File: config.mk
export PLATFORM = sky130hd
export DESIGN_NAME = midi_byte_voice_allocator_core_flat
export DESIGN_NICKNAME = d
export VERILOG_FILES = /design/src/hw/rtl/mbva_pkg.sv /design/src/hw/rtl/mbva_byte_if.sv /design/src/hw/rtl/mbva_event_if.sv /design/src/hw/rtl/mbva_front.sv /design/src/hw/rtl/mbva_queue.sv /design/src/hw/rtl/mbva_back.sv /design/src/hw/rtl/midi_byte_voice_allocator_core.sv /design/src/flat_wrapper.sv
export SDC_FILE = /design/constraint.sdc
export NUM_CORES = 1
export LEC_CHECK = 0
export BUFFER_PORTS_ARGS = -buffer_cell sky130_fd_sc_hd__buf_2
export CAP_MARGIN = 20
export CORE_ASPECT_RATIO = 1.4
export CORE_MARGIN = 2
export CORE_UTILIZATION = 57
export DETAILED_ROUTE_END_ITERATION = 7
export PLACE_DENSITY_LB_ADDON = 0.3
export SLEW_MARGIN = 20
export SYNTH_ARGS = -nofsm -noshare
export SYNTH_HDL_FRONTEND = slang
export SYNTH_SLANG_ARGS = --single-unit
File: constraint.sdc
create_clock -name clk -period 8.7 [get_ports clk]
set_input_delay 1.74 -clock clk [delete_from_list [all_inputs] [get_ports clk]]
set_output_delay 1.74 -clock clk [all_outputs]
set_load 0.03 [all_outputs]
File: src/hw/rtl/mbva_pkg.sv
// ----------------------------------------------------------------------------
// mbva_pkg
// Types, codes and helpers shared by the MIDI byte voice allocator.
// ----------------------------------------------------------------------------
package mbva_pkg;

  // Status nibbles of channel messages
  localparam logic [3:0] ST_NOTE_OFF  = 4'h8;
  localparam logic [3:0] ST_NOTE_ON   = 4'h9;
  localparam logic [3:0] ST_CONTROL   = 4'hB;
  localparam logic [3:0] ST_PROGRAM   = 4'hC;
  localparam logic [3:0] ST_PRESSURE  = 4'hD;
  localparam logic [3:0] ST_BEND      = 4'hE;

  localparam logic [7:0] SYS_FIRST      = 8'hF0;
  localparam logic [7:0] REALTIME_FIRST = 8'hF8;

  // Controller numbers with a meaning of their own
  localparam logic [6:0] CC_MODWHEEL    = 7'd1;
  localparam logic [6:0] CC_PRESET_LOAD = 7'd32;
  localparam logic [6:0] CC_PRESET_SAVE = 7'd33;
  localparam logic [6:0] CC_SUSTAIN     = 7'd64;

  // Configuration register indexes
  localparam logic CFG_LISTEN_CHANNEL = 1'b0;
  localparam logic CFG_VOICE_MODE     = 1'b1;

  // Voice modes
  localparam logic [2:0] MODE_FIXED_LAST  = 3'd3;
  localparam logic [2:0] MODE_ROUND_ROBIN = 3'd4;
  localparam logic [2:0] MODE_RANDOM      = 3'd5;
  localparam logic [2:0] MODE_OCTAVE      = 3'd6;

  // Octave by reciprocal: (note * 171) >> 11 equals note / 12 for notes 0..127
  localparam logic [7:0] OCT_RECIP = 8'd171;
  localparam int         OCT_SHIFT = 11;

  localparam logic [15:0] LFSR_TAPS = 16'hB400;
  localparam logic [15:0] LFSR_SEED = 16'hACE1;

  localparam int QUEUE_DEPTH = 4;

  typedef enum logic [2:0] {
    MSG_NONE,
    MSG_CTRL,
    MSG_NOTE_ON,
    MSG_NOTE_OFF,
    MSG_BEND,
    MSG_TOUCH
  } msg_kind_t;

  typedef struct packed {
    msg_kind_t  kind;
    logic [6:0] d1;
    logic [6:0] d2;
  } msg_entry_t;

  typedef enum logic [3:0] {
    EV_NONE        = 4'd0,
    EV_ASSIGNED    = 4'd1,
    EV_UNASSIGNED  = 4'd2,
    EV_NOTE_OFF    = 4'd3,
    EV_MODWHEEL    = 4'd4,
    EV_SUSTAIN     = 4'd5,
    EV_PRESET_LOAD = 4'd6,
    EV_PRESET_SAVE = 4'd7,
    EV_CONTROL     = 4'd8,
    EV_BEND        = 4'd9,
    EV_TOUCH       = 4'd10
  } event_kind_t;

  typedef enum logic [1:0] {
    BK_IDLE,
    BK_DECIDE,
    BK_MOD,
    BK_APPLY
  } back_state_t;

  function automatic logic [15:0] lfsr_step(input logic [15:0] s);
    logic [15:0] t;
    t = s >> 1;
    if (s[0]) t = t ^ LFSR_TAPS;
    return t;
  endfunction

endpackage

File: src/hw/rtl/mbva_byte_if.sv
// ----------------------------------------------------------------------------
// mbva_byte_if
// Received MIDI byte channel.
// ----------------------------------------------------------------------------
interface mbva_byte_if;
  logic       valid;
  logic       ready;
  logic [7:0] rx_byte;

  modport source (output valid, output rx_byte, input ready);
  modport sink   (input valid, input rx_byte, output ready);
endinterface

File: src/hw/rtl/mbva_event_if.sv
// ----------------------------------------------------------------------------
// mbva_event_if
// Event channel: one beat per received byte.
// ----------------------------------------------------------------------------
interface mbva_event_if;
  logic        valid;
  logic        ready;
  logic [3:0]  event_kind;
  logic [1:0]  voice_index;
  logic [6:0]  note_number;
  logic [6:0]  controller_number;
  logic [13:0] event_value;
  logic [3:0]  gate_mask;
  logic [3:0]  held_mask;

  modport source (output valid, output event_kind, output voice_index,
                  output note_number, output controller_number,
                  output event_value, output gate_mask, output held_mask,
                  input ready);
  modport sink   (input valid, input event_kind, input voice_index,
                  input note_number, input controller_number,
                  input event_value, input gate_mask, input held_mask,
                  output ready);
endinterface

File: src/hw/rtl/mbva_front.sv
// ----------------------------------------------------------------------------
// mbva_front
// Running-status parser and channel filter; one queue entry per byte.
// ----------------------------------------------------------------------------
module mbva_front (
  input  logic               clk,
  input  logic               rst,
  input  logic [4:0]         listen_channel,
  mbva_byte_if.sink          rx,
  output logic               push_valid,
  output mbva_pkg::msg_entry_t push_data,
  input  logic               push_ready
);

  logic [7:0] running_status, running_status_next;
  logic [1:0] bytes_needed, bytes_needed_next;
  logic       bytes_held, bytes_held_next;
  logic [6:0] first_data, first_data_next;

  logic       dispatch;
  logic [6:0] d1, d2;
  logic       chan_ok;
  logic [3:0] st_type;

  assign rx.ready   = push_ready;
  assign push_valid = rx.valid;

  assign st_type = running_status[7:4];
  assign chan_ok = (listen_channel == 5'd0) ||
                   (listen_channel == (5'({1'b0, running_status[3:0]}) + 5'd1));

  always_comb begin
    running_status_next = running_status;
    bytes_needed_next   = bytes_needed;
    bytes_held_next     = bytes_held;
    first_data_next     = first_data;
    dispatch            = 1'b0;
    d1                  = first_data;
    d2                  = 7'd0;

    if (rx.rx_byte >= mbva_pkg::REALTIME_FIRST) begin
      // realtime: parser untouched
    end else if (rx.rx_byte >= mbva_pkg::SYS_FIRST) begin
      bytes_needed_next = 2'd0;
      bytes_held_next   = 1'b0;
    end else if (rx.rx_byte[7]) begin
      running_status_next = rx.rx_byte;
      bytes_held_next     = 1'b0;
      bytes_needed_next   = (rx.rx_byte[7:4] == mbva_pkg::ST_PROGRAM ||
                             rx.rx_byte[7:4] == mbva_pkg::ST_PRESSURE) ? 2'd1 : 2'd2;
    end else if (bytes_needed != 2'd0) begin
      if (!bytes_held) begin
        first_data_next = rx.rx_byte[6:0];
        if (bytes_needed == 2'd1) begin
          dispatch = 1'b1;
          d1       = rx.rx_byte[6:0];
        end else begin
          bytes_held_next = 1'b1;
        end
      end else begin
        bytes_held_next = 1'b0;
        dispatch        = 1'b1;
        d2              = rx.rx_byte[6:0];
      end
    end

    push_data.d1   = d1;
    push_data.d2   = d2;
    push_data.kind = mbva_pkg::MSG_NONE;
    if (dispatch && chan_ok) begin
      case (st_type)
        mbva_pkg::ST_CONTROL:  push_data.kind = mbva_pkg::MSG_CTRL;
        mbva_pkg::ST_NOTE_ON:  push_data.kind = (d2 != 7'd0) ? mbva_pkg::MSG_NOTE_ON
                                                             : mbva_pkg::MSG_NOTE_OFF;
        mbva_pkg::ST_NOTE_OFF: push_data.kind = mbva_pkg::MSG_NOTE_OFF;
        mbva_pkg::ST_BEND:     push_data.kind = mbva_pkg::MSG_BEND;
        mbva_pkg::ST_PRESSURE: push_data.kind = mbva_pkg::MSG_TOUCH;
        default:               push_data.kind = mbva_pkg::MSG_NONE;
      endcase
    end
  end

  always_ff @(posedge clk) begin
    if (rst) begin
      running_status <= 8'd0;
      bytes_needed   <= 2'd0;
      bytes_held     <= 1'b0;
      first_data     <= 7'd0;
    end else if (rx.valid && push_ready) begin
      running_status <= running_status_next;
      bytes_needed   <= bytes_needed_next;
      bytes_held     <= bytes_held_next;
      first_data     <= first_data_next;
    end
  end

endmodule

File: src/hw/rtl/mbva_queue.sv
// ----------------------------------------------------------------------------
// mbva_queue
// Short FIFO of classified messages between parser and allocator.
// ----------------------------------------------------------------------------
module mbva_queue (
  input  logic                 clk,
  input  logic                 rst,
  input  logic                 push_valid,
  input  mbva_pkg::msg_entry_t push_data,
  output logic                 push_ready,
  output logic                 pop_valid,
  output mbva_pkg::msg_entry_t pop_data,
  input  logic                 pop_ready
);

  localparam int PW = $clog2(mbva_pkg::QUEUE_DEPTH);
  localparam int CW = $clog2(mbva_pkg::QUEUE_DEPTH + 1);

  mbva_pkg::msg_entry_t slots [mbva_pkg::QUEUE_DEPTH];
  logic [PW-1:0] wr_ptr, rd_ptr;
  logic [CW-1:0] count;
  logic          do_push, do_pop;

  assign push_ready = (count != CW'(mbva_pkg::QUEUE_DEPTH));
  assign pop_valid  = (count != '0);
  assign pop_data   = slots[rd_ptr];
  assign do_push    = push_valid && push_ready;
  assign do_pop     = pop_valid && pop_ready;

  always_ff @(posedge clk) begin
    if (do_push) slots[wr_ptr] <= push_data;
  end

  always_ff @(posedge clk) begin
    if (rst) begin
      wr_ptr <= '0;
      rd_ptr <= '0;
      count  <= '0;
    end else begin
      if (do_push)
        wr_ptr <= (wr_ptr == PW'(mbva_pkg::QUEUE_DEPTH - 1)) ? '0 : wr_ptr + 1'b1;
      if (do_pop)
        rd_ptr <= (rd_ptr == PW'(mbva_pkg::QUEUE_DEPTH - 1)) ? '0 : rd_ptr + 1'b1;
      if (do_push && !do_pop)
        count <= count + 1'b1;
      else if (do_pop && !do_push)
        count <= count - 1'b1;
    end
  end

endmodule

File: src/hw/rtl/mbva_back.sv
// ----------------------------------------------------------------------------
// mbva_back
// Voice allocator: note mapping, gates, sustain, and the event register.
// ----------------------------------------------------------------------------
module mbva_back #(
  parameter int VOICE_COUNT = 4
) (
  input  logic                 clk,
  input  logic                 rst,
  input  logic [2:0]           alloc_mode,
  input  logic                 q_valid,
  input  mbva_pkg::msg_entry_t q_data,
  output logic                 q_ready,
  mbva_event_if.source         tx
);

  localparam int VIW = $clog2(VOICE_COUNT);
  localparam int CW  = $clog2(VOICE_COUNT + 1);
  localparam int RW  = CW + 1;

  mbva_pkg::back_state_t state, state_next;
  mbva_pkg::msg_entry_t  cur;

  // voice state
  logic [6:0]             mapped_note [VOICE_COUNT];
  logic [VOICE_COUNT-1:0] mapped_valid;
  logic [6:0]             playing_note [VOICE_COUNT];
  logic [VOICE_COUNT-1:0] playing_valid;
  logic [VOICE_COUNT-1:0] voice_gate, pedal_down, pedal_held;
  logic [VIW-1:0]         rotation_pointer;
  logic [15:0]            random_shift;

  // remainder unit
  logic [15:0]   dividend;
  logic [RW-1:0] divisor, rem, rem_step, rem_shift;
  logic [3:0]    bit_count;
  logic          none_free;

  // next values on apply
  logic [6:0]             mnote_next [VOICE_COUNT];
  logic [VOICE_COUNT-1:0] mvalid_next;
  logic [6:0]             pnote_next [VOICE_COUNT];
  logic [VOICE_COUNT-1:0] pvalid_next;
  logic [VOICE_COUNT-1:0] gate_next, held_next, down_next;
  logic [VIW-1:0]         rot_next;

  logic [CW-1:0]  idle_voices, scan_count;
  logic           pick_ok;
  logic [VIW-1:0] pick_v, off_v, ev_v;
  logic           off_found;
  logic [14:0]    oct_prod;
  logic [3:0]     octave;

  mbva_pkg::event_kind_t ev_kind;
  logic [6:0]            ev_note, ev_ctrl;
  logic [13:0]           ev_value;
  logic [VIW+1:0]        ev_v_ext;
  logic [VOICE_COUNT+3:0] gate_ext, held_ext;

  logic        out_valid;
  logic [3:0]  out_kind;
  logic [1:0]  out_voice;
  logic [6:0]  out_note, out_ctrl;
  logic [13:0] out_value;
  logic [3:0]  out_gate, out_held;
  logic        apply_fire;

  assign tx.valid             = out_valid;
  assign tx.event_kind        = out_kind;
  assign tx.voice_index       = out_voice;
  assign tx.note_number       = out_note;
  assign tx.controller_number = out_ctrl;
  assign tx.event_value       = out_value;
  assign tx.gate_mask         = out_gate;
  assign tx.held_mask         = out_held;

  assign apply_fire = (state == mbva_pkg::BK_APPLY) && (!out_valid || tx.ready);

  // state machine
  always_ff @(posedge clk) begin
    if (rst) state <= mbva_pkg::BK_IDLE;
    else     state <= state_next;
  end

  always_comb begin
    state_next = state;
    q_ready    = 1'b0;
    case (state)
      mbva_pkg::BK_IDLE: begin
        if (q_valid) begin
          q_ready    = 1'b1;
          state_next = mbva_pkg::BK_DECIDE;
        end
      end
      mbva_pkg::BK_DECIDE: begin
        if (cur.kind == mbva_pkg::MSG_NOTE_ON && alloc_mode == mbva_pkg::MODE_RANDOM)
          state_next = mbva_pkg::BK_MOD;
        else
          state_next = mbva_pkg::BK_APPLY;
      end
      mbva_pkg::BK_MOD: begin
        if (bit_count == 4'd0) state_next = mbva_pkg::BK_APPLY;
      end
      mbva_pkg::BK_APPLY: begin
        if (apply_fire) state_next = mbva_pkg::BK_IDLE;
      end
      default: state_next = mbva_pkg::BK_IDLE;
    endcase
  end

  // free voices
  always_comb begin
    idle_voices = '0;
    for (int v = 0; v < VOICE_COUNT; v++)
      if (!voice_gate[v]) idle_voices = idle_voices + 1'b1;
  end

  // restoring remainder, one dividend bit a cycle, MSB first
  assign rem_shift = {rem[RW-2:0], dividend[15]};
  assign rem_step  = (rem_shift >= divisor) ? rem_shift - divisor : rem_shift;

  always_ff @(posedge clk) begin
    if (state == mbva_pkg::BK_IDLE && q_valid) cur <= q_data;
    if (state == mbva_pkg::BK_DECIDE) begin
      dividend  <= mbva_pkg::lfsr_step(random_shift);
      none_free <= (idle_voices == '0);
      divisor   <= (idle_voices == '0) ? RW'(VOICE_COUNT) : RW'(idle_voices);
      rem       <= '0;
      bit_count <= 4'd15;
    end
    if (state == mbva_pkg::BK_MOD) begin
      rem       <= rem_step;
      dividend  <= {dividend[14:0], 1'b0};
      bit_count <= bit_count - 4'd1;
    end
  end

  // voice choice for a note-on
  assign oct_prod = 15'(cur.d1) * 15'(mbva_pkg::OCT_RECIP);
  assign octave   = oct_prod[14:mbva_pkg::OCT_SHIFT];

  always_comb begin
    pick_ok    = 1'b0;
    pick_v     = '0;
    scan_count = '0;
    if (alloc_mode <= mbva_pkg::MODE_FIXED_LAST) begin
      pick_ok = (int'(alloc_mode) < VOICE_COUNT);
      pick_v  = VIW'(alloc_mode);
    end else if (alloc_mode == mbva_pkg::MODE_ROUND_ROBIN) begin
      pick_ok = 1'b1;
      pick_v  = rotation_pointer;
    end else if (alloc_mode == mbva_pkg::MODE_RANDOM) begin
      pick_ok = 1'b1;
      if (none_free) begin
        pick_v = VIW'(rem);
      end else begin
        // rem-th free voice in ascending order
        for (int v = 0; v < VOICE_COUNT; v++) begin
          if (!voice_gate[v]) begin
            if (RW'(scan_count) == rem) pick_v = VIW'(v);
            scan_count = scan_count + 1'b1;
          end
        end
      end
    end else if (alloc_mode == mbva_pkg::MODE_OCTAVE) begin
      pick_ok = (octave >= 4'd1) && (octave <= 4'd4) && ((int'(octave) - 1) < VOICE_COUNT);
      pick_v  = VIW'(octave - 4'd1);
    end
  end

  // lowest voice mapped to the note
  always_comb begin
    off_found = 1'b0;
    off_v     = '0;
    for (int v = VOICE_COUNT - 1; v >= 0; v--) begin
      if (mapped_valid[v] && mapped_note[v] == cur.d1) begin
        off_found = 1'b1;
        off_v     = VIW'(v);
      end
    end
  end

  // effect of the current message
  always_comb begin
    mnote_next  = mapped_note;
    mvalid_next = mapped_valid;
    pnote_next  = playing_note;
    pvalid_next = playing_valid;
    gate_next   = voice_gate;
    held_next   = pedal_held;
    down_next   = pedal_down;
    rot_next    = rotation_pointer;
    ev_kind     = mbva_pkg::EV_NONE;
    ev_v        = '0;
    ev_note     = 7'd0;
    ev_ctrl     = 7'd0;
    ev_value    = 14'd0;
    case (cur.kind)
      mbva_pkg::MSG_CTRL: begin
        ev_ctrl  = cur.d1;
        ev_value = {7'd0, cur.d2};
        if (cur.d1 == mbva_pkg::CC_MODWHEEL) begin
          ev_kind = mbva_pkg::EV_MODWHEEL;
        end else if (cur.d1 == mbva_pkg::CC_SUSTAIN) begin
          ev_kind = mbva_pkg::EV_SUSTAIN;
          for (int v = 0; v < VOICE_COUNT; v++) begin
            down_next[v] = cur.d2[6];
            if (!cur.d2[6] && pedal_held[v]) begin
              held_next[v] = 1'b0;
              if (!playing_valid[v]) gate_next[v] = 1'b0;
            end
          end
        end else if (cur.d1 == mbva_pkg::CC_PRESET_LOAD) begin
          ev_kind = mbva_pkg::EV_PRESET_LOAD;
        end else if (cur.d1 == mbva_pkg::CC_PRESET_SAVE) begin
          ev_kind = mbva_pkg::EV_PRESET_SAVE;
        end else begin
          ev_kind = mbva_pkg::EV_CONTROL;
        end
      end
      mbva_pkg::MSG_NOTE_ON: begin
        ev_note = cur.d1;
        if (alloc_mode == mbva_pkg::MODE_ROUND_ROBIN)
          rot_next = (rotation_pointer == VIW'(VOICE_COUNT - 1)) ? '0
                                                               : rotation_pointer + 1'b1;
        if (pick_ok) begin
          for (int w = 0; w < VOICE_COUNT; w++)
            if (mapped_valid[w] && mapped_note[w] == cur.d1) mvalid_next[w] = 1'b0;
          mvalid_next[pick_v] = 1'b1;
          mnote_next[pick_v]  = cur.d1;
          pvalid_next[pick_v] = 1'b1;
          pnote_next[pick_v]  = cur.d1;
          gate_next[pick_v]   = 1'b1;
          held_next[pick_v]   = 1'b0;
          ev_kind             = mbva_pkg::EV_ASSIGNED;
          ev_v                = pick_v;
        end else begin
          ev_kind = mbva_pkg::EV_UNASSIGNED;
        end
      end
      mbva_pkg::MSG_NOTE_OFF: begin
        if (off_found) begin
          if (playing_valid[off_v] && playing_note[off_v] == cur.d1) begin
            if (pedal_down[off_v]) held_next[off_v] = 1'b1;
            else                   gate_next[off_v] = 1'b0;
            pvalid_next[off_v] = 1'b0;
          end
          mvalid_next[off_v] = 1'b0;
          ev_kind            = mbva_pkg::EV_NOTE_OFF;
          ev_v               = off_v;
          ev_note            = cur.d1;
        end
      end
      mbva_pkg::MSG_BEND: begin
        ev_kind  = mbva_pkg::EV_BEND;
        ev_value = {cur.d2, cur.d1};
      end
      mbva_pkg::MSG_TOUCH: begin
        ev_kind  = mbva_pkg::EV_TOUCH;
        ev_value = {7'd0, cur.d1};
      end
      default: ev_kind = mbva_pkg::EV_NONE;
    endcase
  end

  assign ev_v_ext = {2'b00, ev_v};
  assign gate_ext = {4'b0000, gate_next};
  assign held_ext = {4'b0000, held_next};

  // voice state and event register
  always_ff @(posedge clk) begin
    if (rst) begin
      mapped_valid     <= '0;
      playing_valid    <= '0;
      voice_gate       <= '0;
      pedal_down       <= '0;
      pedal_held       <= '0;
      rotation_pointer <= '0;
      random_shift     <= mbva_pkg::LFSR_SEED;
      out_valid        <= 1'b0;
    end else begin
      if (state == mbva_pkg::BK_DECIDE && state_next == mbva_pkg::BK_MOD)
        random_shift <= mbva_pkg::lfsr_step(random_shift);
      if (apply_fire) begin
        mapped_valid     <= mvalid_next;
        playing_valid    <= pvalid_next;
        voice_gate       <= gate_next;
        pedal_down       <= down_next;
        pedal_held       <= held_next;
        rotation_pointer <= rot_next;
        out_valid        <= 1'b1;
      end else if (tx.ready) begin
        out_valid <= 1'b0;
      end
    end
  end

  always_ff @(posedge clk) begin
    if (apply_fire) begin
      mapped_note  <= mnote_next;
      playing_note <= pnote_next;
      out_kind     <= ev_kind;
      out_voice    <= ev_v_ext[1:0];
      out_note     <= ev_note;
      out_ctrl     <= ev_ctrl;
      out_value    <= ev_value;
      out_gate     <= gate_ext[3:0];
      out_held     <= held_ext[3:0];
    end
  end

  // a voice held by the pedal keeps its gate open
  a_held_gated: assert property (@(posedge clk) disable iff (rst)
    (pedal_held & ~voice_gate) == '0)
    else $error("held voice with gate off");

  a_lfsr_alive: assert property (@(posedge clk) disable iff (rst)
    random_shift != 16'd0)
    else $error("random shift register stuck at zero");

  a_rot_range: assert property (@(posedge clk) disable iff (rst)
    int'(rotation_pointer) < VOICE_COUNT)
    else $error("rotation pointer out of range");

  a_mod_only_note_on: assert property (@(posedge clk) disable iff (rst)
    (state == mbva_pkg::BK_MOD) |-> (cur.kind == mbva_pkg::MSG_NOTE_ON &&
                                      rem < divisor && divisor != '0))
    else $error("remainder unit running out of turn");

  a_pop_only_idle: assert property (@(posedge clk) disable iff (rst)
    q_ready |=> (state == mbva_pkg::BK_DECIDE))
    else $error("queue popped outside idle");

endmodule

File: src/hw/rtl/midi_byte_voice_allocator_core.sv
// ----------------------------------------------------------------------------
// midi_byte_voice_allocator_core
// MIDI byte parser with channel filter and four-voice note allocator.
//
//   channel   dir  beat carries
//   midi_in   in   rx_byte: one received MIDI byte
//   events    out  one event per byte: kind, voice, note, controller, value,
//                  gate and held masks
//   cfg_*     in   register write: 0 listen channel, 1 voice mode
//
// The parser takes a byte each cycle into a four-entry message queue. The
// allocator handles one byte at a time (pop, decide, apply); for a note-on in
// random mode a remainder unit picks a free voice, or any if none is free.
// Reset is synchronous and clears parser, queue and voice state; the random
// shift register is seeded. midi_in stalls when the queue is full; the
// allocator waits in apply while the event register is still occupied.
// ----------------------------------------------------------------------------
module midi_byte_voice_allocator_core #(
  parameter int VOICE_COUNT = 4
) (
  input  logic         clk,
  input  logic         rst,
  input  logic         cfg_write,
  input  logic         cfg_index,
  input  logic [4:0]   cfg_data,
  mbva_byte_if.sink    midi_in,
  mbva_event_if.source events
);

  logic [4:0] listen_channel;
  logic [2:0] alloc_mode;

  logic                 push_valid, push_ready;
  mbva_pkg::msg_entry_t push_data;
  logic                 pop_valid, pop_ready;
  mbva_pkg::msg_entry_t pop_data;

  always_ff @(posedge clk) begin
    if (rst) begin
      listen_channel <= 5'd0;
      alloc_mode     <= 3'd0;
    end else if (cfg_write) begin
      case (cfg_index)
        mbva_pkg::CFG_LISTEN_CHANNEL: listen_channel <= cfg_data;
        mbva_pkg::CFG_VOICE_MODE:     alloc_mode     <= cfg_data[2:0];
        default: ;
      endcase
    end
  end

  mbva_front u_front (
    .clk            (clk),
    .rst            (rst),
    .listen_channel (listen_channel),
    .rx             (midi_in),
    .push_valid     (push_valid),
    .push_data      (push_data),
    .push_ready     (push_ready)
  );

  mbva_queue u_queue (
    .clk        (clk),
    .rst        (rst),
    .push_valid (push_valid),
    .push_data  (push_data),
    .push_ready (push_ready),
    .pop_valid  (pop_valid),
    .pop_data   (pop_data),
    .pop_ready  (pop_ready)
  );

  mbva_back #(
    .VOICE_COUNT (VOICE_COUNT)
  ) u_back (
    .clk        (clk),
    .rst        (rst),
    .alloc_mode (alloc_mode),
    .q_valid    (pop_valid),
    .q_data     (pop_data),
    .q_ready    (pop_ready),
    .tx         (events)
  );

endmodule
File: src/flat_wrapper.sv
// flat-port wrapper written by rule: the top's interface ports become plain ports
module midi_byte_voice_allocator_core_flat 
#(
  parameter int VOICE_COUNT = 4
)
  (clk, rst, cfg_write, cfg_index, cfg_data, midi_in_valid, midi_in_rx_byte, midi_in_ready, events_valid, events_event_kind, events_voice_index, events_note_number, events_controller_number, events_event_value, events_gate_mask, events_held_mask, events_ready);
  mbva_byte_if midi_in_i ();
  mbva_event_if events_i ();
  input  logic clk;
  input  logic rst;
  input  logic cfg_write;
  input  logic cfg_index;
  input  logic [4:0] cfg_data;
  input wire logic [$bits(midi_in_i.valid)-1:0] midi_in_valid;
  input wire logic [$bits(midi_in_i.rx_byte)-1:0] midi_in_rx_byte;
  output wire logic [$bits(midi_in_i.ready)-1:0] midi_in_ready;
  output wire logic [$bits(events_i.valid)-1:0] events_valid;
  output wire logic [$bits(events_i.event_kind)-1:0] events_event_kind;
  output wire logic [$bits(events_i.voice_index)-1:0] events_voice_index;
  output wire logic [$bits(events_i.note_number)-1:0] events_note_number;
  output wire logic [$bits(events_i.controller_number)-1:0] events_controller_number;
  output wire logic [$bits(events_i.event_value)-1:0] events_event_value;
  output wire logic [$bits(events_i.gate_mask)-1:0] events_gate_mask;
  output wire logic [$bits(events_i.held_mask)-1:0] events_held_mask;
  input wire logic [$bits(events_i.ready)-1:0] events_ready;
  assign midi_in_i.valid = midi_in_valid;
  assign midi_in_i.rx_byte = midi_in_rx_byte;
  assign midi_in_ready = midi_in_i.ready;
  assign events_valid = events_i.valid;
  assign events_event_kind = events_i.event_kind;
  assign events_voice_index = events_i.voice_index;
  assign events_note_number = events_i.note_number;
  assign events_controller_number = events_i.controller_number;
  assign events_event_value = events_i.event_value;
  assign events_gate_mask = events_i.gate_mask;
  assign events_held_mask = events_i.held_mask;
  assign events_i.ready = events_ready;
  midi_byte_voice_allocator_core #(.VOICE_COUNT(VOICE_COUNT)) u_core (.clk(clk), .rst(rst), .cfg_write(cfg_write), .cfg_index(cfg_index), .cfg_data(cfg_data), .midi_in(midi_in_i), .events(events_i));
endmodule
== Yosys cells after proc, flatten, opt, wreduce, memory -nomap -nowiden ==
Memories as Yosys holds them, arrays and structs flattened. A register that Yosys moved wholly into a read port is not among the register bits.
Index checks and enable logic that the tools add are counted.
Widths: inputs -> output; s select.
Cells by class
  add/sub/neg operators: 15
  multiply operators: 1
  divide/modulo/power cells: 0
  magnitude comparators: 15
  eq/ne operators: 40
  shift-type cells: 0
  muxes and demuxes: 166
  bitwise operators: 19
  reduce and logical (&&, ||, !) cells: 54
Operator list (number)
  $mux 7: 15
  $mux 4: 26
  $mux 3: 20
  $mux 1: 58
  $bwmux 28: 2
  $mux 2: 26
  $mux 16: 3
  $pmux 14 s3: 1
  $eq 7x7->1: 5
  $eq 4x4->1 const B: 7
  $pmux 4 s3: 2
  $logic_and 1x1->1: 23
  $pmux 4 s5: 1
  $add 3x1->3 const B: 6
  $and 4x4->4: 4
  $ge 8x8->1 const B: 2
  $or 4x4->4: 4
  $pmux 4 s2: 2
  $eq 3x3->1 const B: 5
  $mul 7x8->15 const B: 1
  $pmux 3 s5: 1
  $bmux 7 s2: 1
  $demux 7 s2: 1
  $eq 7x6->1 const B: 2
  other kinds (50): 92
Word-level totals
  register bits: 198
  bits in latches: 0
  bits in writable memories: 68
  bits in read-only memories: 0
  bits of input ports: 19
  output and inout port bits: 44
  logic and storage cells: 351
  memories kept: 1
Memory list
  u_core.u_queue.slots: words 4, bits a word 17, rd ports 1, clocked after memory_dff 1, write ports 1, line mbva_queue.sv:19  | mbva_pkg::msg_entry_t slots [mbva_pkg::QUEUE_DEPTH];

== Longest topological paths before layout ==
Gate-level depths: netlist of the first run.
  depth after elaboration: 32
  mapped depth: 24
  depth with buffers taken out: 22

== Hierarchy ==
From an unflattened synthesis of the first run, not the netlist that was laid out.
Second synthesis, totals
  cell total of the unflattened synthesis: 1116
  area, all modules: 13175.1 um2
By module, submodules not included
  mbva_back: times used 1, cells each 813, area an instance 8768.4 um2, sequential area each 4204.0 um2
  mbva_queue: times used 1, cells each 137, area an instance 2930.3 um2, sequential area each 2222.1 um2
  mbva_front: times used 1, cells each 132, area an instance 1113.6 um2, sequential area each 360.3 um2
  midi_byte_voice_allocator_core: times used 1, cells each 34, area an instance 362.8 um2, sequential area each 160.2 um2

== Worst setup path before layout of the first run ==
No wires, ideal clock.
  path type: register to register
  start point: register, netlist name u_core.u_back.cur[13]
  end point: register u_core.u_back.mapped_note[14] in the netlist's numbering, enable pin
  library setup time: 0.373 ns
  arrival: 5.260 ns
  data required time: 8.327 ns
  path slack: 3.066 ns
  cell stages (with the launch flop): 19
  path buffers: 0
  period minus slack after synthesis: 5.634 ns
  cells stage by stage: edfxtp_1 > ha_1 > fa_1 > inv_1 > fa_1 > inv_1 > fa_1 > ha_1 > a211oi_1 > o21bai_1 > nor4_1 > nor2_1 > xnor2_1 > ha_1 > o21ai_0 > a32o_1 > a21oi_1 > nand2b_1 > nor2_1
Between the ends
  longest elaborated chain between the ends: 9
  elaborated cells between the ends (all ways): 12
  classes of those cells: add/sub (1); mul (1); order compare (3); mux (4); reduce/logical (3)
RTL lines
  $mul 7x8->15 *: line mbva_back.sv:139  | assign oct_prod = 15'(cur.d1) * 15'(mbva_pkg::OCT_RECIP);
  $sub 4x1->5 (tied with other cells): line mbva_back.sv:166  | pick_ok = (octave >= 4'd1) && (octave <= 4'd4) && ((int'(octave) - 1) < VOICE_COUNT);
  $lt 5x4->1 / $logic_and 1x1->1 (equally long branches): line mbva_back.sv:166
  $logic_and 1x1->1 *: line mbva_back.sv:166
  $mux 1 *: line mbva_back.sv:165  | end else if (alloc_mode == mbva_pkg::MODE_OCTAVE) begin
  $mux 1 *: line mbva_back.sv:152  | end else if (alloc_mode == mbva_pkg::MODE_RANDOM) begin
  $mux 1 *: line mbva_back.sv:149  | end else if (alloc_mode == mbva_pkg::MODE_ROUND_ROBIN) begin
  $mux 1 *: line mbva_back.sv:146  | if (alloc_mode <= mbva_pkg::MODE_FIXED_LAST) begin
  $reduce_and 3->1 (no line) *
  end signal: assignment: line mbva_back.sv:300  | mapped_note <= mnote_next;
  end: declaration: line mbva_back.sv:25  | logic [6:0] mapped_note [VOICE_COUNT];
Mark *: on every way between the ends. The rest lies on a longest branch, timed or not.
A chain may end at the register's enable or synchronous reset.

== Final worst setup path of the first run ==
  start point: register, netlist name u_core.u_back.cur[13]
  end point: register u_core.u_back.mapped_note[22] in the netlist's numbering, enable pin
Between the ends
  longest elaborated chain between the ends: 9
  elaborated cells between the ends (all ways): 12
  classes of those cells: add/sub (1); mul (1); order compare (3); mux (4); reduce/logical (3)
RTL lines (line)
  $mul 7x8->15 *: mbva_back.sv:139
  $sub 4x1->5 (tied with other cells): mbva_back.sv:166
  $lt 5x4->1 / $logic_and 1x1->1 (equally long branches): mbva_back.sv:166
  $logic_and 1x1->1 *: mbva_back.sv:166
  $mux 1 *: mbva_back.sv:165
  $mux 1 *: mbva_back.sv:152
  $mux 1 *: mbva_back.sv:149
  $mux 1 *: mbva_back.sv:146
  $reduce_and 3->1 (no line) *
Marks and branches as above.

==> run summary, run 1 <==
The logs give 23.9% for the combined global-route utilization of all metal layers and 85 for the count of cell types in the netlist. The share of flip-flops with an asynchronous set or reset is 0%, and the number of I/O port buffers is 62. The die is 183 um tall. The first global-routing pass estimated 45800 um of wire. The logs give 0 for the number of antenna violations at the first check in global routing and 13000 sq um for the area of the mapped netlist. Dividing the detail-routed via count by the number of cells gives 5.93. The count of maximum capacitance violations is 0, and the required time of the worst setup path is 8.85 ns. The worst setup path is of the reg2reg kind.

In the routed design, unresolved DRC markers number 0. STA classifies the critical path startpoint as a flip-flop. After floorplanning, the core was divided into 65 placement rows. After detailed routing, the average wire length per cell comes to 19.2 um. The worst pin sits at a relative slew slack of 32.5%. The number of gates resized after CTS was 0. The count of non-filler cells in the finished layout was 1479.

The area fraction of the dominant cell type after synthesis came out at 41.9%. For the CTS sink count, the log shows 254. Combinational logic is responsible for 46.1% of the overall power.

The flow ran to the end, and the final reports show no timing, DRC or antenna violations. Per report_power, the clock group accounts for 20.5% of the total. The analysis attributes to cell leakage a power of 5.52 nW. At the pin with the least slew margin, the transition time is 1.01 ns.

In this run, the number of DRC markers left after iteration 0 of detailed routing was 723. For the antenna diode instance count, the log shows 0. Summing over every cut layer, the via total after detailed routing is 8769. The fmax was 144 MHz; the global placement routability congestion was 0.914. The logs give 54 for the pin count of the biggest net entering global routing and 0 for the total count of max-transition violations in the final report. The synthesized design spends more area on one cell type than any other, namely sky130_fd_sc_hd__edfxtp_1.

TritonCTS built the clock tree. The count of final hold-check violations was 0. Once detail routing completed, the nets flagged for antenna violations numbered 0.

IR analysis of the VDD net gives a maximum drop of 262 uV. The core region is 22500 sq um. For the worst setup path, the data arrival time is 7.09 ns. 63 I/O pins were placed. In the final layout, the multi-input gates occupy 5550 sq um. Ranked by total cell area, the synthesized netlist is headed by sky130_fd_sc_hd__edfxtp_1 42%, sky130_fd_sc_hd__dfxtp_1 11%, sky130_fd_sc_hd__ha_1 5.8%, sky130_fd_sc_hd__mux2i_1 3.1%, sky130_fd_sc_hd__mux4_2 2.9%. Fill cells in the final layout number 1772.

The average instance in the mapped netlist occupies 11.6 sq um. The die covers 24100 sq um. The worst setup path is captured at a flip-flop.

The total power per unit cell area was 376 nW/um^2; the synthesis-to-layout area growth was 9.55%. The number of nets in the synthesized netlist is 1211. The total net switching power came out at 2.15 mW. Counting flops with a built-in enable in the synthesized netlist gives 182. The internal portion of the total power is 3.22 mW. The library cells used most frequently in the layout, excluding fill and tap cells, are 182 x sky130_fd_sc_hd__edfxtp_1, 100 x sky130_fd_sc_hd__nor2_1, 91 x sky130_fd_sc_hd__nand2_1. The area occupied by registers was 6910 sq um.

The logs give 24 for the number of CTS-inserted buffers and 0.0120 ns for the post-route clock skew. For this run, the register share of the synthesized area comes to 53.0%. The dominant synthesized flop cell is sky130_fd_sc_hd__edfxtp_1.

The count of mapped cells out of synthesis was 1121; the largest fanout on the critical path was 18. The most common library cell in the layout ignoring fill and taps is sky130_fd_sc_hd__edfxtp_1. Setup violations remaining at the end of the flow were counted as 0.

After layout, the worst path uses 79.7% of the clock period. In the final layout, the share of cells above drive strength 1 is 14.1%. Setup repair after global routing left no endpoint under its margin. After detailed placement, the design holds a cell count of 1436. The Yosys step of the flow raised 0 warnings. Die extent in x: 132 um.

The share of total power dissipated in sequential elements is 33.4%. The sum of overflow across all layers after global routing was 0; the worst hold slack was 0.484 ns. The count of hold-fix buffers inserted at cts came out at 0.

For the number of post-CTS setup repair buffers, the log shows 0. The utilization after layout is 63.4%, and the sum of net half-perimeters after detailed placement is 20300 um. The number of buffers on the longest clock path is 3, and the final net count is 1251.

The clock-pin slew reported for the worst setup and hold paths after clock tree synthesis is 0.07 ns. The run gives 28500 um as the post-detailed-routing wire length. Register bit count reported by yosys: 254. Once the floorplan was initialized, standard cells occupied 57.9% of the core. The clock latency on the worst-skew pair is 0.53 ns. The worst hold path belongs to the class reg2reg. The switching portion of total power was 40.0%; the first-pass iteration count of the detailed router was 5.

The number of global-route vias before repair is 8853, and the post-route minimum period is 6.93 ns. In the final timing run, aggregate negative setup slack is 0 ns. The number of levels in the clock H-tree came out at 1.

The root buffer cell chosen for the clock tree is sky130_fd_sc_hd__clkbuf_16.
-- final timing paths --
check	endpoint	cells past startpoint	slack, ns	start
worst min-delay path	u_core.u_front.first_data[5]$_SDFFE_PP0P_	2	0.48	u_core.u_front.first_data[5]$_SDFFE_PP0P_
worst max-delay path	u_core.u_back.mapped_note[22]$_DFFE_PP_	18	1.77	u_core.u_back.cur[13]$_DFFE_PP_
worst max register to register	u_core.u_back.mapped_note[22]$_DFFE_PP_	18	1.77	u_core.u_back.cur[13]$_DFFE_PP_
worst min register to register	u_core.u_front.first_data[5]$_SDFFE_PP0P_	2	0.48	u_core.u_front.first_data[5]$_SDFFE_PP0P_
-- critical path, cell delays in order, from the launching register on --
cell	delay, ns
sky130_fd_sc_hd__edfxtp_1	0.78
sky130_fd_sc_hd__ha_1	0.41
sky130_fd_sc_hd__fa_1	0.55
sky130_fd_sc_hd__inv_1	0.05
sky130_fd_sc_hd__fa_1	0.49
sky130_fd_sc_hd__inv_1	0.05
sky130_fd_sc_hd__fa_1	0.42
sky130_fd_sc_hd__ha_1	0.31
sky130_fd_sc_hd__a211oi_1	0.41
sky130_fd_sc_hd__o21bai_1	0.19
sky130_fd_sc_hd__nor4_1	0.47
sky130_fd_sc_hd__nor2_1	0.10
sky130_fd_sc_hd__xnor2_1	0.23
sky130_fd_sc_hd__ha_1	0.21
sky130_fd_sc_hd__nor3b_1	0.20
sky130_fd_sc_hd__a211o_1	0.15
sky130_fd_sc_hd__mux2_2	0.21
sky130_fd_sc_hd__nand4_1	0.44
sky130_fd_sc_hd__nor2_1	0.84
-- cells in the mapped netlist (all sizes together) (5+ instances only) --
library cell  instances
nor4                 12
o311a                 5
inv                  65
o211ai               10
clkbuf               39
o221a                 6
and2                 22
buf                  16
nand2                92
o21bai                6
and3                 11
xor2                 36
or3                   8
mux2i                40
o21ai                39
fa                   11
a21oi                36
nor2b                 8
xnor2                25
a22oi                13
o31ai                 8
nand4                21
nor2                100
mux4                 17
dfxtp                72
edfxtp              182
nand3                25
o21a                  9
nand3b                5
mux2                  9
ha                   60
nand2b               12
nor3                 26
o311ai                9
a31oi                 5
-- logic make-up (layout without fill, tap and decap cells) --
group / after synthesis / in the layout / share of synthesized area [%]
multiplexers: 66 / 66 / 6.78
adder cells (fa/ha/maj): 71 / 71 / 7.44
buffers and inverters: 122 / 179 / 4.48
XOR/XNOR: 61 / 61 / 4.10
AND/OR/NAND/NOR: 361 / 361 / 14.1
flip-flops: 254 / 254 / 53.0
AO/OA/AOI/OAI: 186 / 186 / 10.2
-- power groups by stage --
stage | logic, mW | clock network [mW] | registers (mW)
finish | 2.47 | 1.10 | 1.80
global route | 2.77 | 1.16 | 1.82
CTS | 2.47 | 1.11 | 1.79
detailed placement | 2.43 | 0 | 1.82
global placement | 2.34 | 0 | 1.81
floorplan | 1.91 | 0 | 1.74
-- area by class of cell --
cell class	count	area share [%]
sequential	254	48.3
clock buffer	30	4.65
clock inverter	13	1.16
inverter	65	1.71
multi-input combinational	745	38.9
timing repair buffer	71	2.64
tap	301	2.64
-- state kept, by name, summed over array words and instances, names as in the netlist, 5 cells and up --
| signal | count |
|---|---|
| u_core.u_queue.slots | 68 |
| u_core.u_back.tx.controller_number | 7 |
| u_core.u_back.tx.event_value | 14 |
| u_core.u_back.random_shift | 16 |
| u_core.u_front.first_data | 7 |
| u_core.listen_channel | 5 |
| u_core.u_back.dividend | 16 |
| u_core.u_back.cur | 17 |
| u_core.u_back.tx.note_number | 7 |
| u_core.u_front.running_status | 8 |
| u_core.u_back.mapped_note | 28 |
-- metal layers --
layer / vias to the layer above / GRT usage (%) / routed length (um)
li1: 4189 / - / -
met1: 4235 / 27.5 / 11100
met2: 262 / 44.6 / 14900
met3: 83 / 2.27 / 1170
met4: 0 / 11.3 / 1320
met5: - / 0 / 0
-- metrics by stage --
step	instance area [sq um]	power [mW]	worst slack, ns
floorplan	13000	3.65	3.07
global placement	13500	4.15	2.05
detailed placement	13500	4.25	1.82
CTS	14300	5.38	1.81
global route	14300	5.76	1.31
finish	14300	5.37	1.77
Power figures use the tool's default switching activity.
==> run 2, diff against run 1 <==
- ABC_AREA: not set -> 1
- CORE_UTILIZATION: 57 -> 56
- clock period: 8.7 -> 5.9 ns (I/O delays scaled with it)
==> run summary, run 2 <==
The flow ran to the end, and the final reports show no timing, DRC or antenna violations. The Yosys warning count was 0 (unchanged). The die extent in x was 132 um (+0.17%); the flip-flop count of the largest register after layout was 68 (unchanged). Clock latency on the worst-skew pair: 0.53 ns (about the same).

The logs give 45700 um (-0.18%) for the first-pass GRT wire length and 0 (unchanged) for the post-route DRC violation count. The run gives 6.13 ns (-2.72 ns) as the required time of the worst setup path. The number of levels in the clock H-tree was 1 (unchanged); the total core area was 22500 sq um (unchanged). The register bit count reported by yosys came out at 254 (unchanged). The library cells used most frequently in the layout, excluding fill and tap cells, are 248 x sky130_fd_sc_hd__nand2_1, 182 x sky130_fd_sc_hd__edfxtp_1, 164 x sky130_fd_sc_hd__inv_1. In this run the worst setup path begins at u_core.u_back.cur[13]$_DFFE_PP_. The post-route minimum period was 5.42 ns (-1.51 ns). The via density per instance works out to 5.50 (-7.2%). The area of the mapped netlist is 12900 sq um (-1.4%), and the share of flip-flops with an asynchronous set or reset is 0% (unchanged).

The portion of the post-synthesis area used by sequential elements was 53.7% (+0.75 points). In the post-synthesis netlist, the cell with the most instances is sky130_fd_sc_hd__nand2_1. The most used flip-flop cell after synthesis is sky130_fd_sc_hd__edfxtp_1.

The synthesized area per cell is 9.29 sq um (-20%). The logs give 254 (unchanged) for the CTS sink count and 0.48 ns (-1.29 ns) for the reg2reg setup slack. Die boundary height: 183 um (+0.17%).

The count of mapped cells out of synthesis is 1385 (+24%), and the first-pass iteration count of the detailed router is 7 (+2). The synthesis-to-layout area growth came out at 11.6%. For the sum of net half-perimeters after detailed placement, the log shows 20400 um (+0.50%). The tools report the maximum resistive drop on vdd as 406 uV (+55%). The global placement routability congestion came out at 0.943 (+3.1%).

The pin count of the biggest net entering global routing came out at 51 (-5.6%). The worst setup path is launched from a flip-flop. The fraction of layout cells with a size suffix above 1 was 12.1% (-2.0 points).

The logs give 48 (-44%) for the count of cell types in the netlist and 0 (unchanged) for the residual antenna-violating net count after detailed routing. STA classifies the critical path endpoint as a flip-flop. The post-detailed-routing wire length was 28500 um (about the same). Area fraction of the dominant cell type after synthesis: 42.5% (+0.60 points). The number of synthesized flops with an enable pin is 182 (unchanged), and the number of I/O port buffers is 62 (unchanged). The tools report the number of global-route vias before repair as 9451 (+6.8%).

The clock-pin slew reported for the worst setup and hold paths after clock tree synthesis came out at 0.06 ns (about the same). The run gives 184 MHz (+28%) as the fmax. The count of hold-fix buffers inserted at cts came out at 0 (unchanged).

The tools report the post-route clock skew as 0.0140 ns (+0.00202 ns). The total power consumption of the routed design was 7.84 mW (+46%). The classification of the worst-slack hold path is reg2reg. In the final layout, the registers with the most flip-flops are u_core.u_queue.slots (68), u_core.u_back.mapped_note (28), u_core.u_back.cur (17). The combined global-route utilization of all metal layers was 23.7% (-0.23 points). The startpoint of the most critical register-to-register path is u_core.u_back.cur[13]$_DFFE_PP_.

Ranked by total cell area, the synthesized netlist is headed by sky130_fd_sc_hd__edfxtp_1 42%, sky130_fd_sc_hd__dfxtp_1 11%, sky130_fd_sc_hd__nand2_1 7.2%, sky130_fd_sc_hd__ha_1 5.8%, sky130_fd_sc_hd__o21ai_0 4.9%. The tools report the critical hold path startpoint as u_core.u_back.random_shift[3]$_SDFFE_PP0P_. The detail-routed net length per standard cell came out at 16.0 um (-17%). TritonCTS built the clock tree.

The run gives 57.1% (-0.81 points) as the effective utilization at floorplan. The number of ports placed on the die boundary was 63 (unchanged). The detailed-route via count is 9767 (+11%), and the leakage dissipation is 6.05 nW (+9.5%). For the synthesized netlist net count, the log shows 1475 (+22%). The final net count came out at 1546 (+24%). The antenna diode instance count was 0 (unchanged); the transition time at the pin with the least slew margin was 1.01 ns (+0.00327 ns). Ranked by flip-flop count, first place goes to u_core.u_queue.slots. For the total count of max-transition violations in the final report, the log shows 0 (unchanged). Most common library cell in the layout ignoring fill and taps: sky130_fd_sc_hd__nand2_1. Setup repair after global routing left no endpoint under its margin.

The tools report the number of placement rows as 65 (unchanged). Setup violation total in the final timing report: 0 (unchanged). The tools report the count of maximum capacitance violations as 0 (unchanged). Largest fanout on the critical path: 13 (-5). The biggest area contributor in the post-synthesis netlist is sky130_fd_sc_hd__edfxtp_1. The tools report the number of antenna violations at the first check in global routing as 0 (unchanged). The tools report the sum of overflow across all layers after global routing as 0 (unchanged). The logs give 5.65 ns (-1.44 ns) for the data arrival time at the worst-slack endpoint and 25 (+4.2%) for the number of CTS-inserted buffers. The worst hold slack was 0.471 ns (-0.0124 ns). The post-route setup TNS came out at 0 ns (unchanged). The root buffer cell is sky130_fd_sc_hd__clkbuf_16. The total power per unit cell area came out at 546 nW/um^2 (+45%). The count of final hold-check violations is 0 (unchanged), and the share of the clock period used by the worst path after layout is 91.9% (+12 points).

First-iteration detailed-routing DRC count: 791 (+9.4%). The floorplan die area is 24200 sq um (+0.35%), and the worst relative slew slack is 32.5% (about the same). The commonest cells after synthesis are 248 x sky130_fd_sc_hd__nand2_1, 182 x sky130_fd_sc_hd__edfxtp_1, 164 x sky130_fd_sc_hd__inv_1, 147 x sky130_fd_sc_hd__nor2_1, 125 x sky130_fd_sc_hd__o21ai_0. By startpoint and endpoint, the worst setup path is classified as reg2reg. The tools report the number of buffers on the longest clock path as 3 (unchanged).
==> run 2: changes by cell type after synthesis, sizes merged, moves of 22 or more <==
cell and change:
and2 -22, nand2 +171, nand3 +44, inv +114, xor2 -23, nor2 +58
mux2i -38, a21oi +43, o22ai +26, o21ai +92
==> run 2: final timing paths <==
kind,cells after the start,to
max,25,u_core.u_back.mapped_note[5]$_DFFE_PP_
min,2,u_core.u_back.random_shift[2]$_SDFFE_PP0P_
max reg2reg,25,u_core.u_back.mapped_note[5]$_DFFE_PP_
min reg2reg,2,u_core.u_back.random_shift[2]$_SDFFE_PP0P_
==> run 2: through the flow <==
| step | utilization [%] | cells | worst slack [ns] | area [sq um] |
|---|---|---|---|---|
| after floorplan | - | 1385 | 0.605 | 12900 |
| after global placement | 60.1 | 1728 | 0.586 | 13500 |
| after detailed placement | 60.1 | 1728 | 0.414 | 13500 |
| after CTS | 63.5 | 1774 | 0.395 | 14300 |
| after global routing | 63.7 | 1776 | 0.0283 | 14400 |
| final | 63.7 | 1776 | 0.477 | 14400 |
==> run 2: cell type report <==
class	count	area (sq um)
Clock buffer	39	718
Clock inverter	7	62.6
Fill cell	1848	8180
Inverter	182	684
Multi-Input combinational cell	914	5160
Sequential cell	254	6910
Tap cell	301	377
Timing Repair Buffer	79	438
==> run 2: routing by layer <==
| metal | global-route usage [%] | part of all wire, % | up-vias |
|---|---|---|---|
| met5 | 0 | 0 | - |
| met4 | 12.6 | 4.6 | 0 |
| met3 | 2.90 | 4.4 | 92 |
| met2 | 43.5 | 52 | 307 |
| met1 | 26.8 | 39 | 4543 |
| li1 | - | - | 4825 |
==> run 2: logic make-up after synthesis <==
family | Yosys count | synth area share [%]
flip-flops | 254 | 53.7
AND/OR/NAND/NOR | 544 | 18.8
AO/OA/AOI/OAI | 267 | 11.3
buffers and inverters | 217 | 6.41
multiplexers | 2 | 0.156
XOR/XNOR | 30 | 2.04
adder cells (fa/ha/maj) | 71 | 7.55
==> run 2: repair_timing <==
item	in CTS	in global routing
setup endpoints to repair	0	10
resized for setup	0	4
buffers inserted	0	2
==> run 2: power breakdown <==
part / leakage [nW] / total, mW / internal, mW / switching (mW)
Combinational: 3.40 / 3.76 / 1.35 / 2.41
Sequential: 2.27 / 2.55 / 2.37 / 0.185
Clock: 0.385 / 1.53 / 0.879 / 0.648
Total: 6.05 / 7.84 / 4.60 / 3.24
==> run 2: critical path, cell delays in order, from the launching register on <==
cell,delay [ns]
sky130_fd_sc_hd__edfxtp_1,0.38
sky130_fd_sc_hd__buf_4,0.21
sky130_fd_sc_hd__ha_1,0.22
sky130_fd_sc_hd__fa_1,0.51
sky130_fd_sc_hd__inv_1,0.05
sky130_fd_sc_hd__fa_1,0.49
sky130_fd_sc_hd__inv_1,0.06
sky130_fd_sc_hd__fa_1,0.42
sky130_fd_sc_hd__ha_1,0.31
sky130_fd_sc_hd__a21o_1,0.20
sky130_fd_sc_hd__a21oi_1,0.15
sky130_fd_sc_hd__nand3_1,0.17
sky130_fd_sc_hd__nand2_1,0.10
sky130_fd_sc_hd__nand2_1,0.10
sky130_fd_sc_hd__xnor2_2,0.23
sky130_fd_sc_hd__ha_1,0.26
sky130_fd_sc_hd__o21ai_0,0.16
sky130_fd_sc_hd__o211ai_1,0.10
sky130_fd_sc_hd__inv_1,0.06
sky130_fd_sc_hd__nand2_1,0.06
sky130_fd_sc_hd__o21ai_2,0.12
sky130_fd_sc_hd__inv_1,0.17
sky130_fd_sc_hd__nor2_2,0.16
sky130_fd_sc_hd__nand2_1,0.14
sky130_fd_sc_hd__nor2_1,0.14
sky130_fd_sc_hd__buf_4,0.18
==> run 3, diff against run 2 <==
- CELL_PAD_IN_SITES_DETAIL_PLACEMENT: not set -> 2
- CELL_PAD_IN_SITES_GLOBAL_PLACEMENT: not set -> 2
- CORE_UTILIZATION: 56 -> 36
==> run summary, run 3 (same netlist as run 2, synthesis figures left out) <==
The clock-pin slew reported for the worst setup and hold paths after clock tree synthesis works out to 0.06 ns (about the same). Setup repair after global routing could not meet its margin everywhere. The cell area after placement was 13800 sq um (+1.7%); the peak per-stage delay on the critical path was 0.56 ns (+0.05 ns).

The buffer and inverter count on the worst path came out at 5 (-1). For the total count of max-transition violations in the final report, the log shows 0 (unchanged). Utilization after layout: 42.0% (-22 points). The startpoint type of the worst setup path was a flip-flop. The area occupied by registers is 6910 sq um (unchanged). Number of antenna violations at the first check in global routing: 0 (unchanged). For the post-route clock skew, the log shows 0.0121 ns (-0.00192 ns). The sum of overflow across all layers after global routing came out at 0 (unchanged). The tools report the floorplan die area as 37300 sq um (+54%). The transition time at the pin with the least slew margin is 1.05 ns (+0.0395 ns). The run gives 29.8% (-2.7 points) as the worst relative slew slack. The first-pass GRT wire length came out at 64900 um (+42%). The run gives 8.47 mW (+8.1%) as the total power consumption of the routed design. The post-route minimum period was 5.56 ns (+0.135 ns); the fmax was 180 MHz (-2.4%). The number of placed instances with taps included is 1887 (+9.2%).

Total net switching power: 3.72 mW (+15%). The detailed-route via count was 10200 (+4.5%). The worst slack at placement came out at 0.179 ns (-0.235 ns). The antenna diode instance count came out at 0 (unchanged). The most common library cell in the layout ignoring fill and taps was sky130_fd_sc_hd__nand2_1. For the required time of the worst setup path, the log shows 6.19 ns (+0.06 ns).

For the reg2reg setup slack, the log shows 0.34 ns (-0.13 ns). The logs give 20.8% (+1.3 points) for the share of total power in the clock network and 0.57 ns (+0.04 ns) for the clock latency on the worst-skew pair. The flow ran to the end, and the final reports show no timing, DRC or antenna violations. The global placement routability congestion is 0.814 (-14%).

The share of the clock period used by the worst path after layout was 94.2% (+2.3 points); the post-route setup TNS was 0 ns (unchanged). The number of global-route vias before repair is 11700 (+23%). The logs give 48.8% (+0.8 points) for the power share of the combinational group and 0 (unchanged) for the residual antenna-violating net count after detailed routing. The via density per instance was 5.26 (-4.4%); the sum of net half-perimeters after detailed placement was 29300 um (+43%). The number of I/O port buffers was 62 (unchanged).

The fraction of layout cells with a size suffix above 1 is 13.0% (+0.93 points), and the data arrival time at the worst-slack endpoint is 5.85 ns (+0.20 ns). The total area of multi-input combinational cells was 5170 sq um (+0.12%); the fill cell instance count of the final layout was 3898 (+110%). For the combined global-route utilization of all metal layers, the log shows 22.5% (-1.1 points). The tools report the number of ports placed on the die boundary as 63 (unchanged). In this design, the largest share of critical-path delay is due to adder cells.

u_core.u_queue.slots holds more flip-flops than any other register. The flip-flop count of the largest register after layout is 68 (unchanged). For the number of levels in the clock H-tree, the log shows 1 (unchanged).

The highest-delay cell along the critical path is sky130_fd_sc_hd__fa_1. Maximum resistive drop on vdd: 284 uV (-30%). The worst hold slack was 0.480 ns (+0.00892 ns). The number of CTS-inserted buffers was 28 (+12%); the largest fanout on the critical path was 7 (-6). The root buffer cell is sky130_fd_sc_hd__clkbuf_16. The die boundary height is 228 um (+24%), and the CTS sink count is 254 (unchanged). The first-iteration detailed-routing DRC count was 435 (-45%); the number of buffers on the longest clock path was 3 (unchanged). The post-route cell area came out at 14700 sq um (+2.5%). TritonCTS built the clock tree.

Traced cell by cell, the critical path runs through ha_2, fa_1, inv_1, fa_1, inv_1, fa_1, ha_1, a21o_1, a21oi_1, nand3_2, nand2_1, nand2_1, xnor2_2, ha_1, o21ai_0, o211ai_1, inv_1, nand2_1, o21ai_2, inv_2, nor2_2, nand2_1, nor2_1, buf_4. Counting stages on the worst path, the most repeated cell is sky130_fd_sc_hd__nand2_1. The total core area was 35100 sq um (+56%); the post-detailed-routing wire length was 40800 um (+44%). In the layout the commonest cells are 248 x sky130_fd_sc_hd__nand2_1, 182 x sky130_fd_sc_hd__edfxtp_1, 163 x sky130_fd_sc_hd__inv_1. The number of placement rows was 81 (+25%).

The post-route DRC violation count was 0 (unchanged); the final net count was 1553 (+0.45%). Internal power: 4.76 mW (+3.4%). The switching portion of total power is 43.9% (+2.5 points). STA classifies the critical path endpoint as a flip-flop.

For the leakage dissipation, the log shows 6.13 nW (+1.3%). The largest registers in the layout are u_core.u_queue.slots (68), u_core.u_back.mapped_note (28), u_core.u_back.cur (17). The effective utilization at floorplan is 36.7% (-20 points). Classification of the worst-slack hold path: reg2reg.

Count of non-filler cells in the finished layout: 1941 (+9.3%). The tools report the pin count of the biggest net entering global routing as 51 (unchanged). The critical setup path kind is reg2reg.

The synthesis-to-layout area growth was 14.4%. The tools report the count of hold-fix buffers inserted at cts as 0 (unchanged). The sequential cell fraction of total power came out at 30.4% (-2.2 points). The tools report the count of maximum capacitance violations as 0 (unchanged).

The worst path setup slack after routing came out at 0.342 ns (-0.135 ns). The total power per unit cell area was 576 nW/um^2 (+5.4%); the die extent in x was 164 um (+24%). The tools report the setup violation total in the final timing report as 0 (unchanged).

The first-pass iteration count of the detailed router is 5 (-2). The detail-routed net length per standard cell is 21.0 um (+31%), and the count of final hold-check violations is 0 (unchanged).
run 3: repair_timing:
| action | 4_1_cts | 5_1_grt |
|---|---|---|
| setup buffers | 0 | 1 |
| pin swaps | 0 | 1 |
| hold endpoints to repair | 0 | 0 |
| setup endpoints to repair | 7 | 41 |
| gates resized for setup | 1 | 6 |
run 3: final cells by class:
class	count	share of cell area, %
inverters	182	4.66
multi-input cells	914	35.1
clock buffers	35	4.94
flip-flops and latches	254	46.9
well taps	456	3.88
clock inverters	17	1.21
repair buffers	83	3.23
run 3: worst paths after layout:
check                                               from                                     end  cells past startpoint
setup / recovery         u_core.u_back.cur[13]$_DFFE_PP_  u_core.u_back.mapped_note[3]$_DFFE_PP_                     24
hold / removal    u_core.u_back.dividend[0]$_SDFFE_PP0P_  u_core.u_back.dividend[0]$_SDFFE_PP0P_                      2
setup reg to reg         u_core.u_back.cur[13]$_DFFE_PP_  u_core.u_back.mapped_note[3]$_DFFE_PP_                     24
hold reg to reg   u_core.u_back.dividend[0]$_SDFFE_PP0P_  u_core.u_back.dividend[0]$_SDFFE_PP0P_                      2
run 3: tightest hold or removal path: stages, from the launching register on:
cell	delay (ns)
sky130_fd_sc_hd__dfxtp_1	0.30
sky130_fd_sc_hd__inv_1	0.06
sky130_fd_sc_hd__o22ai_1	0.07
run 3: routing by layer:
metal  share of wire, %  GRT usage (%)  vias up
met2                 55           43.8      157
met5                  0              0        -
li1                   -              -     4845
met1                 39           24.8     5112
met4                3.8           8.77        0
met3                2.4           2.40       88
run 3: power by group through the flow:
| stage | clock [mW] | sequential (mW) | combinational [mW] |
|---|---|---|---|
| 5_1_grt | 1.87 | 2.61 | 4.69 |
| 6_report | 1.77 | 2.57 | 4.14 |
| 4_1_cts | 1.80 | 2.58 | 4.13 |
| 2_1_floorplan | 0 | 2.60 | 2.57 |
| 3_3_place_gp | 0 | 2.58 | 3.58 |
| 3_5_place_dp | 0 | 2.61 | 3.90 |
